**config.mk**
```make
export PLATFORM = sky130hd
export DESIGN_NAME = v3a_udiv
export DESIGN_NICKNAME = d
export VERILOG_FILES = /design/src/rtl/core/v3a_pkg.sv /design/src/rtl/core/v3a_udiv.sv
export SDC_FILE = /design/constraint.sdc
export NUM_CORES = 2
export LEC_CHECK = 0
export BUFFER_PORTS_ARGS = -buffer_cell sky130_fd_sc_hd__buf_2
export CAP_MARGIN = 0
export CELL_PAD_IN_SITES_DETAIL_PLACEMENT = 0
export CELL_PAD_IN_SITES_GLOBAL_PLACEMENT = 2
export CORE_MARGIN = 2
export CORE_UTILIZATION = 44
export DETAILED_ROUTE_END_ITERATION = 7
export PLACE_DENSITY_LB_ADDON = 0.1
export SLEW_MARGIN = 40
export SYNTH_ARGS = -nofsm -noshare
export SYNTH_HDL_FRONTEND = slang
export SYNTH_SLANG_ARGS = --single-unit
```
**constraint.sdc**
```tcl
create_clock -name clk -period 5 [get_ports clk]
set_input_delay 0.75 -clock clk [delete_from_list [all_inputs] [get_ports clk]]
set_output_delay 0.75 -clock clk [all_outputs]
set_load 0.1 [all_outputs]
```
**src/rtl/core/v3a_pkg.sv**
```systemverilog
// Shared constants, opcodes and pipeline types of the 3D vector arithmetic unit.
package v3a_pkg;

  localparam int FRAC_BITS   = 16;
  localparam int DATA_W      = 32;
  localparam int PROD_W      = 64;
  localparam int WIDE_W      = 66;
  localparam int ROOT_W      = 32;
  localparam int SQRT_STAGES = 32;
  localparam int NUM_W       = 64;
  localparam int QUO_W       = FRAC_BITS + 1;
  localparam int DIV_STAGES  = QUO_W;

  typedef enum logic [3:0] {
    OP_ADD      = 4'd0,
    OP_SUB      = 4'd1,
    OP_DOT      = 4'd2,
    OP_SCALE    = 4'd3,
    OP_CROSS    = 4'd4,
    OP_LENGTH   = 4'd5,
    OP_NORM     = 4'd6,
    OP_IS_ZERO  = 4'd7,
    OP_IS_EQUAL = 4'd8
  } op_t;

  typedef struct packed {
    logic [3:0]                   op;
    logic signed [DATA_W-1:0]     res_x;
    logic signed [DATA_W-1:0]     res_y;
    logic signed [DATA_W-1:0]     res_z;
    logic signed [DATA_W-1:0]     res_scalar;
    logic                         flag;
    logic                         sat;
    logic                         zero_len;
    logic [2:0]                   neg;
    logic [2:0][DATA_W-1:0]       mag;
  } side_t;

endpackage

```
**src/rtl/core/v3a_udiv.sv**
```systemverilog
// Pipelined restoring unsigned divider, one quotient bit per register stage.
module v3a_udiv import v3a_pkg::*; (
  input  logic              clk,
  input  logic              en,
  input  logic [NUM_W-1:0]  num,
  input  logic [ROOT_W-1:0] den,
  output logic [QUO_W-1:0]  quo
);

  logic [NUM_W-1:0]  rem_r [DIV_STAGES];
  logic [ROOT_W-1:0] den_r [DIV_STAGES];
  logic [QUO_W-1:0]  quo_r [DIV_STAGES];

  for (genvar k = 0; k < DIV_STAGES; k++) begin : g_stage
    localparam int SH = DIV_STAGES - 1 - k;
    logic [NUM_W-1:0]  rem_in;
    logic [ROOT_W-1:0] den_in;
    logic [QUO_W-1:0]  quo_in;
    logic [NUM_W-1:0]  dsh;
    logic [NUM_W-1:0]  rem_nxt;
    logic [QUO_W-1:0]  quo_nxt;

    if (k == 0) begin : g_first
      assign rem_in = num;
      assign den_in = den;
      assign quo_in = '0;
    end else begin : g_next
      assign rem_in = rem_r[k-1];
      assign den_in = den_r[k-1];
      assign quo_in = quo_r[k-1];
    end

    always_comb begin
      dsh = NUM_W'(den_in) << SH;
      if (rem_in >= dsh) begin
        rem_nxt = rem_in - dsh;
        quo_nxt = quo_in | (QUO_W'(1) << SH);
      end else begin
        rem_nxt = rem_in;
        quo_nxt = quo_in;
      end
    end

    always_ff @(posedge clk) begin
      if (en) begin
        rem_r[k] <= rem_nxt;
        den_r[k] <= den_in;
        quo_r[k] <= quo_nxt;
      end
    end
  end

  assign quo = quo_r[DIV_STAGES-1];

endmodule

```
==> metrics list <==
- The net count of the finished layout is 9721.
* Gate count of the mapped netlist: 8812
* Overall die height: 470 um
- For met2 alone, demand over resource in global routing was 0.425.
* TritonCTS clock tree: yes
* Relative slew slack: 0.422
* Clk sink count: 1689
- Clock-pin slew was measured on the worst setup and hold paths at 0.06 ns.
- Initial antenna violation count: 3
- Crit path from: rem_r[0][330]
- IR analysis of the VDD net gives a maximum drop of 0.404 mV.
* Largest fanout on the critical path: 7
* Buffers on Ports: 114
- Dividing the detail-routed via count by the number of cells gives 5.44.
* Final Wtd Congestion: 0.940
* Max Clock Skew: 0.0579 ns
- Final hold analysis gives a worst-case slack of 0.0916 ns.
* Synthesized area per cell: 10.8 um^2
* Synth warnings: 0
* Synthesized net count: 9470
* Worst Hold Class: in2reg
- Endpoints failing hold: 0
- In this run, distinct cell masters in the synthesized netlist total 91.
- RSZ-0062 raised after global routing: no
* Number of buffers added by the clock tree synthesis step: 188
- Cell type contributing the most total cell area after synthesis: edfxtp_1
* Maximum capacitance violations: 0
- Clk buf depth: 3
- Setup slack at placement: 0.412 ns
* Post-synthesis sequential area ratio: 0.532
* Number of nets with antenna violations after detailed routing: 0
- Worst Path Class, Setup: reg2reg
- Num ports: 115
* Pwr per Cell Area: 538 nW/um^2
- In the finished design, the share of the clock period the worst path needs comes to 0.924.
* FILL cells: 19500
* CTS-repair resized insts: 0
- In this run the most critical hold path is launched from den[10].
* Via count of the first global-routing pass: 68800
- Leakage power: 40.9 nW
- For this run, the leading register cell type out of synthesis is edfxtp_1.
* Setup total negative slack: 0 ns
* Minimum clock period: 4.62 ns
* Clock root buffer master: clkbuf_16
* Iteration-0 DRC count of the detailed router: 3049
- STA classifies the critical path startpoint as a flop.
- M3 GR Usage: 0.0258
- The first global-routing pass estimated 369 mm of wire.
- Grt peak-use layer: met2
* Data arrival time at the worst-slack endpoint: 5.21 ns
- After floorplanning, the core was sized to cover 215000 um^2.
* Drt first pass iters: 6
* Peak Freq: 0.216 GHz
- Highest-count cells in the layout ignoring fill and taps: 1689 x edfxtp_1, 767 x a21oi_1, 712 x inv_1
* Area growth syn-to-layout: 11.8%
- After detailed routing, the total wire length is 234 mm.
* Detailed-route DRC error count: 0
* Final global-route overflow total: 0
- Setup slack closes at 0.379 ns.
* Post-detailed-placement half-perimeter wirelength: 185 mm
- In the final layout, the share of cells above drive strength 1 is 0.0798.
- In the global route stage, met1 resource usage came out at 0.196.
* Routed wire length per instance: 19.4 um
* Data required time at the worst endpoint: 5.59 ns
* Leading cell type in the layout, fill and taps excluded: edfxtp_1
- Counting flops and latches in the post-synthesis netlist gives 1689.
- Across all layers, the routed design uses 65600 vias.
- Crit path capture type: flop
- Of the post-synthesis cell area, the dominant cell type holds 0.532.
- Leading cell types by total area after synthesis: edfxtp_1 53%, ha_1 7.1%, a21oi_1 4.0%
- In the global route stage, overall resource usage came out at 0.211.
- Entering global routing, the biggest net connects 135 pins.
* Run status: completed
- The die covers 220000 um^2.
- The clock reaches the later pin of the worst-skew pair after 0.86 ns.
* Post-route total power: 57.4 mW
- Die width: 470 um
- Number of levels the H-tree was split into: 4
* Initial Utilization: 0.443
* Netlist area before placement: 95400 um^2
* Slew at the pin closest to its max-slew limit: 0.860 ns
* Worst reg2reg startpoint: rem_r[0][330]
- Total count of max-transition violations in the final report: 0
* Post-layout utilization of the core: 0.496
* Setup violators final: 0
- The synthesized design contains 1689 enable-type register cells.
- Buffers added to address setup during post-CTS repair amount to 0.
- Placement row count: 170
- For this run, asynchronously set or reset flops after synthesis account for 0.
## area by class of cell
cell class	instances	area, um^2	share of cell area
sequential	1689	50700	0.476
multi-input combinational	6151	41100	0.386
clock buffer	235	4880	0.0458
tap	2838	3550	0.0333
inverter	715	2690	0.0252
timing repair buffer	318	2450	0.0230
clock inverter	107	1210	0.0113
antenna	3	7.51	0.0000704
## worst paths after layout
check,endpoint,slack (ns),cells past startpoint
worst min-delay path,den_r[0][10],0.09,1
worst max register to register,rem_r[0][438],0.38,15
worst max-delay path,rem_r[0][438],0.38,15
worst min register to register,quo_r[0][166],0.41,0
## synth_stat cells, types with 13 or more instances
| master | number |
|---|---|
| nand2_1 | 645 |
| a211o_1 | 13 |
| buf_1 | 15 |
| o21ai_0 | 476 |
| nand2b_1 | 94 |
| inv_1 | 712 |
| and2_1 | 29 |
| nor4_1 | 137 |
| nor2_1 | 693 |
| nand3b_1 | 37 |
| or2_2 | 28 |
| nor3_1 | 215 |
| nand4b_1 | 26 |
| o31a_1 | 21 |
| o21a_1 | 54 |
| nor4b_1 | 18 |
| fa_1 | 16 |
| and4_1 | 14 |
| o211ai_1 | 47 |
| or4_1 | 78 |
| o31ai_1 | 46 |
| ha_1 | 544 |
| o41ai_1 | 19 |
| nor2b_1 | 77 |
| clkbuf_1 | 225 |
| nand3_1 | 160 |
| edfxtp_1 | 1689 |
| o22ai_1 | 13 |
| a31oi_1 | 64 |
| a211oi_1 | 72 |
| nor3b_1 | 18 |
| and3_1 | 56 |
| a2111oi_0 | 18 |
| a31o_2 | 15 |
| o21bai_1 | 76 |
| nand4_1 | 150 |
| a21oi_1 | 768 |
| a21o_1 | 244 |
| a21boi_0 | 15 |
| o2111ai_1 | 16 |
| xnor2_1 | 427 |
| xor2_1 | 388 |
| mux2_2 | 82 |
| or3_1 | 88 |
## power by group
group	internal [mW]	switching, mW
sequential	19.8	1.87
combinational	9.24	13.1
clock	7.68	5.72
## cell families after synthesis
group	count (synthesis)	synth area share
DFF	1689	0.532
buffers and inverters	972	0.0388
and+or+nand+nor	2598	0.135
xor gates and xnor gates	815	0.0748
adders and majority gates	560	0.0747
muxes	88	0.0103
AOI/OAI and AO/OA	2090	0.134
## worst max-delay path, stage by stage (launching register included)
cell and delay [ns]:
edfxtp_1 0.38, inv_1 0.07, ha_1 0.15, inv_1 0.05, fa_1 0.39, a21oi_1 0.25
o21ai_0 0.17, a211oi_1 0.50, o21ai_1 0.31, a221o_1 0.48, a21oi_1 0.23, o21ai_0 0.28
a2111oi_2 0.57, buf_4 0.24, nand3_1 0.10, xnor2_1 0.17
## timing repair
item / 4_1_cts / 5_1_grt
hold buffers: 22 / 0
endpoints found under the hold margin: 22 / 0
endpoints found under the setup margin: 0 / 0
## routing by layer
layer	vias to the layer above	routed length (um)
li1	33000	-
met1	30700	80500
met2	1254	130000
met3	674	5820
met4	0	17100
met5	-	0
## stage by stage
step	std cells	area, um^2
global route	12100	107000
CTS	12100	107000
detailed placement	11700	100000
global placement	11700	100000
floorplan	8812	95400
finish	12100	107000
## sequential cells by signal, summed over array words and instances, names as in the netlist
| register | cells |
|---|---|
| rem_r | 1024 |
| den_r | 512 |
| quo_r | 153 |
No activity file was read; power rests on OpenSTA's default activity.
