**config.mk**
```make
export PLATFORM = sky130hd
export DESIGN_NAME = v3a_isqrt
export DESIGN_NICKNAME = d
export VERILOG_FILES = /design/src/rtl/core/v3a_pkg.sv /design/src/rtl/core/v3a_isqrt.sv
export SDC_FILE = /design/constraint.sdc
export NUM_CORES = 2
export LEC_CHECK = 0
export BUFFER_PORTS_ARGS = -buffer_cell sky130_fd_sc_hd__buf_4
export CAP_MARGIN = 20
export CORE_ASPECT_RATIO = 0.8
export CORE_MARGIN = 2
export CORE_UTILIZATION = 25
export CTS_CLUSTER_DIAMETER = 80
export CTS_CLUSTER_SIZE = 16
export DETAILED_ROUTE_END_ITERATION = 10
export PLACE_DENSITY = 0.49
export RECOVER_POWER = 25
export SYNTH_ARGS = -nofsm -noshare
export SYNTH_HDL_FRONTEND = slang
export SYNTH_SLANG_ARGS = --single-unit
```
**constraint.sdc**
```tcl
create_clock -name clk -period 4.5 [get_ports clk]
set_input_delay 0.9 -clock clk [delete_from_list [all_inputs] [get_ports clk]]
set_output_delay 0.9 -clock clk [all_outputs]
set_load 0.01 [all_outputs]
```
**src/rtl/core/v3a_pkg.sv**
```systemverilog
// Shared constants, opcodes and pipeline types of the 3D vector arithmetic unit.
package v3a_pkg;

  localparam int FRAC_BITS   = 16;
  localparam int DATA_W      = 32;
  localparam int PROD_W      = 64;
  localparam int WIDE_W      = 66;
  localparam int ROOT_W      = 32;
  localparam int SQRT_STAGES = 32;
  localparam int NUM_W       = 64;
  localparam int QUO_W       = FRAC_BITS + 1;
  localparam int DIV_STAGES  = QUO_W;

  typedef enum logic [3:0] {
    OP_ADD      = 4'd0,
    OP_SUB      = 4'd1,
    OP_DOT      = 4'd2,
    OP_SCALE    = 4'd3,
    OP_CROSS    = 4'd4,
    OP_LENGTH   = 4'd5,
    OP_NORM     = 4'd6,
    OP_IS_ZERO  = 4'd7,
    OP_IS_EQUAL = 4'd8
  } op_t;

  typedef struct packed {
    logic [3:0]                   op;
    logic signed [DATA_W-1:0]     res_x;
    logic signed [DATA_W-1:0]     res_y;
    logic signed [DATA_W-1:0]     res_z;
    logic signed [DATA_W-1:0]     res_scalar;
    logic                         flag;
    logic                         sat;
    logic                         zero_len;
    logic [2:0]                   neg;
    logic [2:0][DATA_W-1:0]       mag;
  } side_t;

endpackage

```
**src/rtl/core/v3a_isqrt.sv**
```systemverilog
// Pipelined integer square root, one result bit per register stage.
module v3a_isqrt import v3a_pkg::*; (
  input  logic              clk,
  input  logic              en,
  input  logic [PROD_W-1:0] radicand,
  output logic [ROOT_W-1:0] root
);

  logic [PROD_W-1:0] rem_r [SQRT_STAGES];
  logic [PROD_W-1:0] acc_r [SQRT_STAGES];

  for (genvar k = 0; k < SQRT_STAGES; k++) begin : g_stage
    localparam logic [PROD_W-1:0] BIT_K = PROD_W'(1) << (2 * (SQRT_STAGES - 1 - k));
    logic [PROD_W-1:0] rem_in;
    logic [PROD_W-1:0] acc_in;
    logic [PROD_W-1:0] trial;
    logic [PROD_W-1:0] rem_nxt;
    logic [PROD_W-1:0] acc_nxt;

    if (k == 0) begin : g_first
      assign rem_in = radicand;
      assign acc_in = '0;
    end else begin : g_next
      assign rem_in = rem_r[k-1];
      assign acc_in = acc_r[k-1];
    end

    always_comb begin
      trial = acc_in + BIT_K;
      if (rem_in >= trial) begin
        rem_nxt = rem_in - trial;
        acc_nxt = (acc_in >> 1) + BIT_K;
      end else begin
        rem_nxt = rem_in;
        acc_nxt = acc_in >> 1;
      end
    end

    always_ff @(posedge clk) begin
      if (en) begin
        rem_r[k] <= rem_nxt;
        acc_r[k] <= acc_nxt;
      end
    end
  end

  assign root = acc_r[SQRT_STAGES-1][ROOT_W-1:0];

endmodule

```
==> insert_results.sql <==
INSERT INTO impl_metrics (metric_group, metric, value, unit) VALUES
('power', 'share_comb_of_total_power', '23.3', '%'),
('clocking', 'clock_tree.root_cell', 'sky130_fd_sc_hd__clkbuf_16', ''),
('die', 'die-height', '624.4', 'microns'),
('power', 'power_density', '467.3', 'mW/mm^2'),
('clocking', 'numClockSinks', '2512', ''),
('yosys', 'async_reset_ff_share', '0', '%'),
('critical_path', 'worst_setup_path_end_kind', 'register', ''),
('drt', 'dr.first_iter.drc_count', '6624', ''),
('critical_path', 'cp_cell_sequence', 'ha_1 > a21oi_1 > a21oi_1 > a2111oi_0 > buf_4 > or3_1 > a311oi_1 > a31oi_1 > o221ai_1 > a31oi_1 > buf_4 > xor2_1', ''),
('critical_path', 'path_class', 'register to register', ''),
('timing', 'clock_skew', '0.1010', 'ns'),
('timing', 'max_freq', '234.6', 'MHz'),
('timing', 'fin_crit_sh', '94.71', '%'),
('critical_path', 'critPathTopFamily', 'compound AO/OA/AOI/OAI gates', ''),
('timing', 'timing.final.max_slew_violations', '0', ''),
('grt', 'gr_util_all_layers', '12.00', '%'),
('timing', 'slew-limit-headroom', '26.41', '%'),
('die', 'initial_utilization', '25.13', '%'),
('critical_path', 'number_of_cells_on_the_critical_path', '12', ''),
('power', 'power.internal', '43.44', 'mW'),
('power', 'vdd_ir_drop_max', '0.3334', 'mV'),
('power', 'tot_pwr', '62.84', 'mW'),
('critical_path', 'crit_fanout', '8', ''),
('timing', 'max_slew.worst_pin.slew', '1.094', 'ns'),
('drt', 'highest_layer', 'met5', ''),
('die', 'core', '0.4786', 'sq mm'),
('drt', 'detailroute.via_count', '73690', ''),
('critical_path', 'worstPathRequired', '5.11', 'ns'),
('power', 'power.share.sequential', '51.8', '%'),
('power', 'p_sw', '19.40', 'mW'),
('yosys', 'synth-seq-area-share', '62.71', '%'),
('drt', 'avgViaCountPerCell', '4.550', ''),
('clocking', 'cts_made_buffers', '184', ''),
('yosys', 'syn-num-nets', '10160', ''),
('drt', 'number_of_remaining_drc_errors', '0', ''),
('drt', 'wirelength', '301100', 'microns'),
('timing', 'rsz0062_at_grt', 'no', ''),
('drt', 'route.met3.wl', '15780', 'microns'),
('timing', 'setup_viol', '0', ''),
('grt', 'grt_antenna_before_repair', '18', ''),
('grt', 'maximum_number_of_pins_on_one_net_before_global_route_repair', '156', ''),
('clocking', 'cts_hold_buffers', '0', ''),
('drt', 'route.met2.wl', '122700', 'microns'),
('yosys', 'synth.lib_cells_used.distinct', '97', ''),
('grt', 'first_global_vias', '70710', ''),
('clocking', 'cts_setup_buffers', '0', ''),
('placement', 'gpl.final_weighted_congestion', '0.8571', ''),
('run', 'timing.max_cap.violations', '0', ''),
('yosys', 'postSynth.topFlopCell', 'sky130_fd_sc_hd__edfxtp_1', ''),
('critical_path', 'critical_path_start_type', 'register', ''),
('die', 'fp-row-count', '227', ''),
('die', 'fp.dieArea', '0.4867', 'sq mm'),
('clocking', 'tritoncts', 'built', ''),
('clocking', 'clock_tree.buffer_depth', '4', ''),
('yosys', 'synthesis.area_per_instance', '12.61', 'sq um'),
('status', 'outcome', 'complete, no violations', ''),
('critical_path', 'cp_data_arrival_time', '4.88', 'ns'),
('clocking', 'clkTransAtPathRegs', '0.07', 'ns'),
('hold_path', 'min_path_cells', '1', ''),
('drt', 'post_drt_wl_per_cell', '18.59', 'microns'),
('drt', 'drt_first_pass_iters', '7', ''),
('power', 'power_frac_clock', '24.9', '%'),
('hold_path', 'hold_class', 'input pin to register', ''),
('cells_and_area', 'finish.utilization', '28.10', '%'),
('cells_and_area', 'area_growth_synth_to_finish', '11.81', '%'),
('critical_path', 'worst_reg_to_reg_path_cell_count', '12', ''),
('timing', 'final-hold-violation-count', '0', ''),
('cells_and_area', 'post-route-cell-area', '0.1345', 'sq mm'),
('grt', 'grt_overflow', '0', ''),
('cells_and_area', 'layout-drive-gt1-share', '6.065', '%'),
('power', 'sw_frac_of_total', '30.88', '%');
==> final timing paths <==
kind	slack, ns	start	end
max	0.24	rem_r[1][403]	rem_r[1][489]
min	0.18	radicand[61]	rem_r[0][61]
max reg2reg	0.24	rem_r[1][403]	rem_r[1][489]
min reg2reg	0.42	rem_r[1][136]	rem_r[1][200]
==> area by class of cell <==
type | count | area [sq um]
fill | 48950 | 344100
sequential | 2512 | 75430
timing repair buffer | 241 | 1987
clock inverter | 25 | 399.1
antenna | 5 | 12.51
tap | 6412 | 8023
inverter | 689 | 2586
multi-input combinational | 6120 | 41380
clock buffer | 190 | 4669
==> logic make-up after synthesis <==
logic type | count (synthesis) | share of synthesized area (%)
adders and majority gates | 558 | 5.804
xor gates and xnor gates | 886 | 6.451
and+or+nand+nor | 2784 | 11.92
buffers and inverters | 907 | 2.948
DFF | 2512 | 62.71
AOI/OAI and AO/OA | 1792 | 9.230
muxes | 100 | 0.9320
==> worst register-to-register path, stage by stage, from the launching register on <==
cell and delay [ns]:
sky130_fd_sc_hd__edfxtp_1 0.39, sky130_fd_sc_hd__ha_1 0.48, sky130_fd_sc_hd__a21oi_1 0.33, sky130_fd_sc_hd__a21oi_1 0.12
sky130_fd_sc_hd__a2111oi_0 0.53, sky130_fd_sc_hd__buf_4 0.24, sky130_fd_sc_hd__or3_1 0.22, sky130_fd_sc_hd__a311oi_1 0.19
sky130_fd_sc_hd__a31oi_1 0.42, sky130_fd_sc_hd__o221ai_1 0.24, sky130_fd_sc_hd__a31oi_1 0.19, sky130_fd_sc_hd__buf_4 0.20
sky130_fd_sc_hd__xor2_1 0.48
==> routing by layer <==
metal,GRT usage [%],vias to the layer above
met2,17.18,1681
met3,1.692,307
met4,2.260,4
li1,-,35950
met5,0,-
met1,19.05,35750
==> cell usage after synthesis, types with 41 or more instances <==
master | n | share of area [%]
sky130_fd_sc_hd__nor2_1 | 670 | 2.1
sky130_fd_sc_hd__nor4b_1 | 44 | 0.32
sky130_fd_sc_hd__edfxtp_1 | 2512 | 63
sky130_fd_sc_hd__a21oi_1 | 634 | 2.6
sky130_fd_sc_hd__ha_1 | 558 | 5.8
sky130_fd_sc_hd__or3_1 | 88 | 0.46
sky130_fd_sc_hd__or4_1 | 68 | 0.42
sky130_fd_sc_hd__nor3_1 | 254 | 1.1
sky130_fd_sc_hd__nand2b_1 | 108 | 0.56
sky130_fd_sc_hd__a31oi_1 | 50 | 0.26
sky130_fd_sc_hd__clkbuf_1 | 160 | 0.50
sky130_fd_sc_hd__inv_1 | 686 | 2.1
sky130_fd_sc_hd__nand2_1 | 579 | 1.8
sky130_fd_sc_hd__mux2_2 | 96 | 0.90
sky130_fd_sc_hd__nand4_1 | 157 | 0.82
sky130_fd_sc_hd__o211ai_1 | 41 | 0.26
sky130_fd_sc_hd__o21a_1 | 100 | 0.62
sky130_fd_sc_hd__xnor2_1 | 488 | 3.6
sky130_fd_sc_hd__a21o_1 | 249 | 1.6
sky130_fd_sc_hd__and3_1 | 46 | 0.24
sky130_fd_sc_hd__nor2b_1 | 71 | 0.37
sky130_fd_sc_hd__xor2_1 | 398 | 2.9
sky130_fd_sc_hd__o21bai_1 | 49 | 0.31
sky130_fd_sc_hd__nor4_1 | 348 | 1.8
sky130_fd_sc_hd__o21ai_0 | 400 | 1.7
sky130_fd_sc_hd__nand3_1 | 147 | 0.61
==> cell usage in the layout (no fill, tap or decap), types with 96 or more instances in the layout <==
master / Yosys / routed
sky130_fd_sc_hd__nand2_1: 579 / 579
sky130_fd_sc_hd__a21o_1: 249 / 248
sky130_fd_sc_hd__nor2_1: 670 / 670
sky130_fd_sc_hd__xnor2_1: 488 / 488
sky130_fd_sc_hd__mux2_2: 96 / 96
sky130_fd_sc_hd__nor4_1: 348 / 344
sky130_fd_sc_hd__xor2_1: 398 / 398
sky130_fd_sc_hd__nand2b_1: 108 / 108
sky130_fd_sc_hd__nand3_1: 147 / 147
sky130_fd_sc_hd__nor3_1: 254 / 252
sky130_fd_sc_hd__a21oi_1: 634 / 634
sky130_fd_sc_hd__ha_1: 558 / 558
sky130_fd_sc_hd__o21a_1: 100 / 100
sky130_fd_sc_hd__inv_1: 686 / 686
sky130_fd_sc_hd__o21ai_0: 400 / 400
sky130_fd_sc_hd__buf_4: 33 / 153
sky130_fd_sc_hd__edfxtp_1: 2512 / 2512
sky130_fd_sc_hd__nand4_1: 157 / 157
sky130_fd_sc_hd__clkbuf_16: 0 / 186
==> state kept, by name (all words and copies together) (netlist names) <==
signal	cells
rem_r	1984
acc_r	528
==> through the flow <==
| step | setup TNS [ns] | setup slack (ns) | instances |
|---|---|---|---|
| detailed placement | -0.2622 | -0.07384 | 15970 |
| floorplan | 0 | 0.9429 | 9539 |
| global route | 0 | 0.02984 | 16190 |
| CTS | 0 | 0.1620 | 16190 |
| global placement | -0.2384 | -0.05960 | 15970 |
| finish | 0 | 0.2380 | 16190 |
==> power groups by stage <==
stage          sequential, mW  clock, mW  combinational [mW]
6_report                 32.5       15.7                14.6
5_1_grt                  32.9       17.1                16.3
4_1_cts                  32.5       16.3                14.6
3_5_place_dp             33.0          0                14.5
3_3_place_gp             33.1          0                14.5
2_1_floorplan            31.5          0                10.6
==> timing repair <==
| item | 4_1_cts | 5_1_grt |
|---|---|---|
| pin swaps | 0 | 0 |
| setup endpoints to repair | 9 | 9 |
| resized for setup | 2 | 3 |
No activity file was read; power rests on OpenSTA's default activity.
